==> config.mk <==
export PLATFORM = sky130hd
export DESIGN_NAME = base64_stream_encoder_unit
export DESIGN_NICKNAME = d
export VERILOG_FILES = /design/src/rtl/core/b64e_pkg.sv /design/src/rtl/core/base64_stream_encoder_unit.sv /design/src/rtl/core/b64e_front.sv /design/src/rtl/core/b64e_fifo.sv /design/src/rtl/core/b64e_back.sv
export SDC_FILE = /design/constraint.sdc
export NUM_CORES = 1
export LEC_CHECK = 0
export BUFFER_PORTS_ARGS = -buffer_cell sky130_fd_sc_hd__buf_2
export CORE_MARGIN = 2
export CORE_UTILIZATION = 53
export CTS_CLUSTER_DIAMETER = 30
export DETAILED_ROUTE_END_ITERATION = 7
export GPL_ROUTABILITY_DRIVEN = 0
export PLACE_DENSITY = 0.72
export RECOVER_POWER = 100
export SYNTH_ARGS = -nofsm -noshare
export SYNTH_HDL_FRONTEND = slang
export SYNTH_SLANG_ARGS = --single-unit
==> constraint.sdc <==
create_clock -name clk -period 4.4 [get_ports clk]
set_input_delay 0.66 -clock clk [delete_from_list [all_inputs] [get_ports clk]]
set_output_delay 0.66 -clock clk [all_outputs]
set_load 0.05 [all_outputs]
==> src/rtl/core/b64e_pkg.sv <==
package b64e_pkg;

  localparam logic [7:0] PAD_CHAR     = 8'd61;
  localparam logic [7:0] NEWLINE_CHAR = 8'd10;
  localparam logic [7:0] WRAP_RESET   = 8'd64;

  localparam int FIFO_DEPTH = 2;
  localparam int FIFO_AW    = $clog2(FIFO_DEPTH);
  localparam int FIFO_CW    = $clog2(FIFO_DEPTH + 1);

  // one decoded byte: up to four characters, newlines not yet placed
  typedef struct packed {
    logic [3:0][7:0] chars;
    logic [1:0]      last_idx;
    logic            is_last;
  } b64e_entry_t;

  // sextet to character of the standard alphabet
  function automatic logic [7:0] b64e_sextet_char(input logic [5:0] v);
    logic [7:0] r;
    if (v < 6'd26) begin
      r = 8'(8'd65 + {2'b00, v});
    end else if (v < 6'd52) begin
      r = 8'(8'd97 + {2'b00, v} - 8'd26);
    end else if (v < 6'd62) begin
      r = 8'(8'd48 + {2'b00, v} - 8'd52);
    end else if (v == 6'd62) begin
      r = 8'd43;
    end else begin
      r = 8'd47;
    end
    return r;
  endfunction

endpackage

==> src/rtl/core/base64_stream_encoder_unit.sv <==
// streaming base64 encoder, standard alphabet A-Z a-z 0-9 + /; takes one raw byte per request
// on s_axis and gives one character per request on m_axis, with m_axis_tlast on the final
// character caused by each byte; a byte with s_axis_tlast ends the message: the partial
// group is flushed with zero fill and '=' padding, and group phase and line column restart;
// before any character a newline (10) is sent once the line holds wrap_width characters
// (cfg port, reset 64, 0 turns wrapping off); a byte enters when the queue has room and its
// characters leave at one per cycle from the output register while m_axis_tready is high,
// so the sustained rate is set by the character count, newlines included; a two-entry queue
// lets input keep flowing while the output side is stalled
module base64_stream_encoder_unit (
  input  logic       clk,
  input  logic       rst,
  // configuration: wrap_width
  input  logic       cfg_valid,
  output logic       cfg_ready,
  input  logic [7:0] cfg_data,
  // input bytes
  input  logic       s_axis_tvalid,
  output logic       s_axis_tready,
  input  logic [7:0] s_axis_tdata,   // [7:0] data_byte
  input  logic       s_axis_tlast,   // is_last
  // output characters
  output logic       m_axis_tvalid,
  input  logic       m_axis_tready,
  output logic [7:0] m_axis_tdata,   // [7:0] out_char
  output logic       m_axis_tlast    // out_last
);

  logic [7:0] wrap_width;

  b64e_pkg::b64e_entry_t push_entry;
  b64e_pkg::b64e_entry_t head;
  logic                  push;
  logic                  full;
  logic                  pop;
  logic                  head_valid;

  // wrap width register, always ready
  assign cfg_ready = 1'b1;

  always_ff @(posedge clk) begin
    if (rst) begin
      wrap_width <= b64e_pkg::WRAP_RESET;
    end else if (cfg_valid) begin
      wrap_width <= cfg_data;
    end
  end

  // front: tracks group phase and leftover bits, turns a byte into its characters
  b64e_front u_front (
    .clk       (clk),
    .rst       (rst),
    .in_valid  (s_axis_tvalid),
    .in_ready  (s_axis_tready),
    .data_byte (s_axis_tdata),
    .is_last   (s_axis_tlast),
    .full      (full),
    .push      (push),
    .entry     (push_entry)
  );

  // queue of decoded bytes between the two sides
  b64e_fifo u_fifo (
    .clk        (clk),
    .rst        (rst),
    .push       (push),
    .push_entry (push_entry),
    .full       (full),
    .pop        (pop),
    .head_valid (head_valid),
    .head       (head)
  );

  // back: places newlines by line column and sends characters one per cycle while out_ready is high
  b64e_back u_back (
    .clk        (clk),
    .rst        (rst),
    .wrap_width (wrap_width),
    .head_valid (head_valid),
    .head       (head),
    .pop        (pop),
    .out_valid  (m_axis_tvalid),
    .out_ready  (m_axis_tready),
    .out_char   (m_axis_tdata),
    .out_last   (m_axis_tlast)
  );

endmodule

==> src/rtl/core/b64e_front.sv <==
module b64e_front (
  input  logic                  clk,
  input  logic                  rst,
  input  logic                  in_valid,
  output logic                  in_ready,
  input  logic [7:0]            data_byte,
  input  logic                  is_last,
  input  logic                  full,
  output logic                  push,
  output b64e_pkg::b64e_entry_t entry
);

  logic [1:0] phase, phase_next;
  logic [3:0] leftover, leftover_next;

  assign in_ready = !full;
  assign push     = in_valid && !full;

  always_comb begin
    entry         = '0;
    entry.is_last = is_last;
    phase_next    = phase;
    leftover_next = leftover;
    case (phase)
      2'd1: begin
        entry.chars[0] = b64e_pkg::b64e_sextet_char({leftover[1:0], data_byte[7:4]});
        entry.last_idx = 2'd0;
        leftover_next  = data_byte[3:0];
        phase_next     = 2'd2;
        if (is_last) begin
          entry.chars[1] = b64e_pkg::b64e_sextet_char({data_byte[3:0], 2'b00});
          entry.chars[2] = b64e_pkg::PAD_CHAR;
          entry.last_idx = 2'd2;
        end
      end
      2'd2: begin
        entry.chars[0] = b64e_pkg::b64e_sextet_char({leftover, data_byte[7:6]});
        entry.chars[1] = b64e_pkg::b64e_sextet_char(data_byte[5:0]);
        entry.last_idx = 2'd1;
        leftover_next  = 4'd0;
        phase_next     = 2'd0;
      end
      default: begin
        // phase zero, and the unused phase three acting as zero
        entry.chars[0] = b64e_pkg::b64e_sextet_char(data_byte[7:2]);
        entry.last_idx = 2'd0;
        leftover_next  = {2'b00, data_byte[1:0]};
        phase_next     = 2'd1;
        if (is_last) begin
          entry.chars[1] = b64e_pkg::b64e_sextet_char({data_byte[1:0], 4'b0000});
          entry.chars[2] = b64e_pkg::PAD_CHAR;
          entry.chars[3] = b64e_pkg::PAD_CHAR;
          entry.last_idx = 2'd3;
        end
      end
    endcase
    if (is_last) begin
      phase_next    = 2'd0;
      leftover_next = 4'd0;
    end
  end

  always_ff @(posedge clk) begin
    if (rst) begin
      phase    <= 2'd0;
      leftover <= 4'd0;
    end else if (push) begin
      phase    <= phase_next;
      leftover <= leftover_next;
    end
  end

endmodule

==> src/rtl/core/b64e_fifo.sv <==
module b64e_fifo (
  input  logic                  clk,
  input  logic                  rst,
  input  logic                  push,
  input  b64e_pkg::b64e_entry_t push_entry,
  output logic                  full,
  input  logic                  pop,
  output logic                  head_valid,
  output b64e_pkg::b64e_entry_t head
);

  b64e_pkg::b64e_entry_t slots [b64e_pkg::FIFO_DEPTH];

  logic [b64e_pkg::FIFO_AW-1:0] wr_ptr, rd_ptr;
  logic [b64e_pkg::FIFO_CW-1:0] count;
  logic                         do_pop;

  assign full       = (count == b64e_pkg::FIFO_CW'(b64e_pkg::FIFO_DEPTH));
  assign head_valid = (count != '0);
  assign head       = slots[rd_ptr];
  assign do_pop     = pop && head_valid;

  always_ff @(posedge clk) begin
    if (push) begin
      slots[wr_ptr] <= push_entry;
    end
  end

  always_ff @(posedge clk) begin
    if (rst) begin
      wr_ptr <= '0;
      rd_ptr <= '0;
      count  <= '0;
    end else begin
      if (push) begin
        wr_ptr <= (wr_ptr == b64e_pkg::FIFO_AW'(b64e_pkg::FIFO_DEPTH - 1)) ?
                  '0 : wr_ptr + 1'b1;
      end
      if (do_pop) begin
        rd_ptr <= (rd_ptr == b64e_pkg::FIFO_AW'(b64e_pkg::FIFO_DEPTH - 1)) ?
                  '0 : rd_ptr + 1'b1;
      end
      if (push && !do_pop) begin
        count <= count + 1'b1;
      end else if (do_pop && !push) begin
        count <= count - 1'b1;
      end
    end
  end

endmodule

==> src/rtl/core/b64e_back.sv <==
module b64e_back (
  input  logic                  clk,
  input  logic                  rst,
  input  logic [7:0]            wrap_width,
  input  logic                  head_valid,
  input  b64e_pkg::b64e_entry_t head,
  output logic                  pop,
  output logic                  out_valid,
  input  logic                  out_ready,
  output logic [7:0]            out_char,
  output logic                  out_last
);

  logic [1:0] idx, idx_next;
  logic [7:0] col, col_next;
  logic [7:0] char_next;
  logic       last_next;
  logic       valid_next;
  logic       adv;
  logic       need_nl;
  logic       final_char;

  assign adv        = head_valid && (!out_valid || out_ready);
  assign need_nl    = (wrap_width != 8'd0) && (col >= wrap_width);
  assign final_char = (idx == head.last_idx);

  always_comb begin
    idx_next   = idx;
    col_next   = col;
    char_next  = out_char;
    last_next  = out_last;
    valid_next = out_valid && !out_ready;
    pop        = 1'b0;
    if (adv) begin
      valid_next = 1'b1;
      if (need_nl) begin
        char_next = b64e_pkg::NEWLINE_CHAR;
        last_next = 1'b0;
        col_next  = 8'd0;
      end else begin
        char_next = head.chars[idx];
        last_next = final_char;
        col_next  = (col == 8'd255) ? col : col + 8'd1;
        idx_next  = idx + 2'd1;
        if (final_char) begin
          pop      = 1'b1;
          idx_next = 2'd0;
          if (head.is_last) begin
            col_next = 8'd0;
          end
        end
      end
    end
  end

  always_ff @(posedge clk) begin
    if (rst) begin
      idx       <= 2'd0;
      col       <= 8'd0;
      out_valid <= 1'b0;
    end else begin
      idx       <= idx_next;
      col       <= col_next;
      out_valid <= valid_next;
    end
  end

  always_ff @(posedge clk) begin
    out_char <= char_next;
    out_last <= last_next;
  end

  a_idx_in_entry: assert property (@(posedge clk) disable iff (rst)
    head_valid |-> idx <= head.last_idx)
    else $error("character index past end of entry");

  a_nl_clears_col: assert property (@(posedge clk) disable iff (rst)
    adv && need_nl |=> col == 8'd0 && out_valid && !out_last)
    else $error("newline did not restart the line");

  a_last_not_nl: assert property (@(posedge clk) disable iff (rst)
    out_valid && out_last |-> out_char != b64e_pkg::NEWLINE_CHAR)
    else $error("item ended on a newline");

  a_msg_end_col: assert property (@(posedge clk) disable iff (rst)
    adv && !need_nl && final_char && head.is_last |=> col == 8'd0 && idx == 2'd0)
    else $error("column not cleared at end of message");

endmodule
==> reports/metrics.yaml <==
global_route:
  grt_pass1_wl_mm: 21.85
  grt_pass1_vias: 4406
  met1_usage: 0.3213
  gr-max-usage-layer: "met2"
  grtUsageMet3: 0.03269
  gr-total-overflow: 0
  grt_max_degree: 31
  grt_usage: 0.2356
  antenna_found_initial: 0
  use_met2: 0.3834
place:
  dp_cells: 745
  portBuffers: 32
  hpwl_mm: 9.646
drt:
  wirelength_mm: 13.22
  wl_per_cell_um: 17.37
  vias_per_cell: 6.279
  via_count: 4778
  drc: 0
  drtAntennaViolNets: 0
  dr.pass1.iters: 5
  drtIter0Drc: 489
synthesis:
  synth_area_sq_um: 5667
  synthTopCellsByCount: "49 x edfxtp_1, 47 x a21oi_1, 44 x nor2_1, 41 x nand2_1, 41 x o21ai_0"
  ys_seq_area_frac: 0.3656
  ys_seq_elements: 79
  yosys_warnings: 0
  syn_avg_cell_area_sq_um: 9.229
  synth_edf_count: 49
  synth_top_area_cell: "edfxtp_1"
  post-synth-top-count-cell: "edfxtp_1"
  synth_area_leaders: "edfxtp_1 26%, dfxtp_1 11%, ha_1 8.6%, a21oi_1 4.2%, o21ai_0 3.6%"
  synth_ff_type: "edfxtp_1"
  synthArstFlopShare: 0
  syn_nets: 675
  synth.top_cell.area_share: 0.2597
  syn-instance-count: 614
  yosysUniqueCellTypes: 81
pwr:
  ir_drop_mv: 0.3230
  cellPowerDensity_nw_per_um2: 423.2
  cellLeakagePower_uw: 0.002201
setup_path:
  cp.arrival_ns: 3.56
  start_kind: "input port"
  r2r_slack_ns: 1.20
  cp.required_ns: 4.45
  cp-end-kind: "flop"
  path_max_fanout: 19
  critPathKind: "in -> reg"
floorplanning:
  dieArea_sq_um: 11530
  core_area_sq_um: 10370
  core.rowCount: 37
  io_pins: 34
  initial_core_util: 0.5465
  die_y_um: 107.4
  fp.dieW_um: 107.4
min_path:
  hold_class: "reg -> reg"
clock_network:
  tritoncts: "built"
  cts.clk_slew.worst_paths_ns: 0.09
  clk_latency_ns: 0.35
  cts-buffers-inserted: 9
  clock-sinks: 79
  clock-root-buffer: "clkbuf_8"
  cts_hold_buf: 0
  cts_setup_buffers: 0
  cts_resized: 0
  clk_path_buf_depth: 2
  htree_num_levels: 3
timing:
  tightest_slew_ns: 1.291
  setup_tns_ns: 0
  rsz0062_at_grt: "no"
  fmaxAchievable_mhz: 285.2
  finalHoldViolations: 0
  period_needed_ns: 3.506
  setup_viol: 0
  slew_violations: 0
  maxSlewHeadroom: 0.1395
  fin_crit_sh: 0.7968
  fin_skew_ns: 0.01824
cells_and_area:
  final_cells: 761
  drive_gt1_frac: 0.09120
  antenna_cells: 0
  synthToLayoutAreaGrowth_pct: 4.526
  final_nets: 681
  final_util: 0.5712
  n_fill_cell: 921
flow_run:
  maxCapViolations: 0
outcome:
  status: "finished, final reports clean"
where the power goes:
group	internal, uW	total [uW]	switching [uW]
Combinational	327	939	613
Sequential	980	1090	110
Clock	211	477	266
state kept, by name (all words and copies together), names as in the netlist, named ones only:
| signal | cells |
|---|---|
| u_back.col | 8 |
| u_back.idx | 2 |
| u_back.out_char | 8 |
| u_back.out_last | 1 |
| u_back.out_valid | 1 |
| u_fifo.count | 2 |
| u_fifo.rd_ptr | 1 |
| u_fifo.slots | 40 |
| u_fifo.wr_ptr | 1 |
| u_front.leftover | 4 |
| u_front.phase | 2 |
| wrap_width | 8 |
layer usage:
| metal | up-vias | routed length, um |
|---|---|---|
| met3 | 27 | 804 |
| met1 | 2245 | 5812 |
| met2 | 227 | 6235 |
| met5 | - | 0 |
| met4 | 0 | 363 |
| li1 | 2279 | - |
placed cells by master, fill, tap and decap left out, types with 19 or more instances in the layout:
cell / synthesis / layout
ha_1: 39 / 39
dfxtp_1: 30 / 30
nor3_1: 19 / 19
nand3_1: 25 / 25
o21ai_0: 41 / 44
inv_1: 30 / 30
a21oi_1: 47 / 48
nor2_1: 44 / 44
nand2_1: 41 / 42
edfxtp_1: 49 / 49
worst paths after layout:
check                   start                  end  depth (start not counted)
max           s_axis_tdata[2]  u_fifo.slots[0][12]                          9
min          u_back.out_valid     u_back.out_valid                          2
max reg2reg   u_fifo.count[0]      u_fifo.count[1]                          6
min reg2reg  u_back.out_valid     u_back.out_valid                          2
kinds of logic after synthesis:
family	synth area share
buffers and inverters	0.05653
DFF	0.3656
other	0.0006618
AOI/OAI and AO/OA	0.2270
adders and majority gates	0.08611
muxes	0.05674
xor gates and xnor gates	0.04306
and+or+nand+nor	0.1643
layout make-up:
type,count,area (sq um),share of cell area
multi-input cells,464,3241,0.5471
flip-flops and latches,79,2072,0.3498
well taps,136,170.2,0.02873
repair buffers,34,148.9,0.02514
clock buffers,10,128.9,0.02176
inverters,32,120.1,0.02028
clock inverters,6,42.54,0.007182
through the flow:
step                      area [sq um]  setup slack, ns  hold WS (ns)  total power, uW
after floorplan                   5667            1.634        0.4725             1872
after global placement            5812            1.337        0.4850             2048
after detailed placement          5812            1.273        0.4973             2069
after CTS                         5983            1.506        0.5278             2540
after global routing              5923           0.7190        0.5496             2654
final                             5923           0.8942        0.5163             2507
critical path: stages:
cell	delay (ns)
clkbuf_1	0.65
inv_1	0.33
ha_1	0.34
a21o_1	0.18
a21oi_1	0.72
a211oi_1	0.11
a21o_1	0.21
a22oi_1	0.20
o2bb2ai_1	0.14
Note: power is estimated with default switching activity, not from simulation.
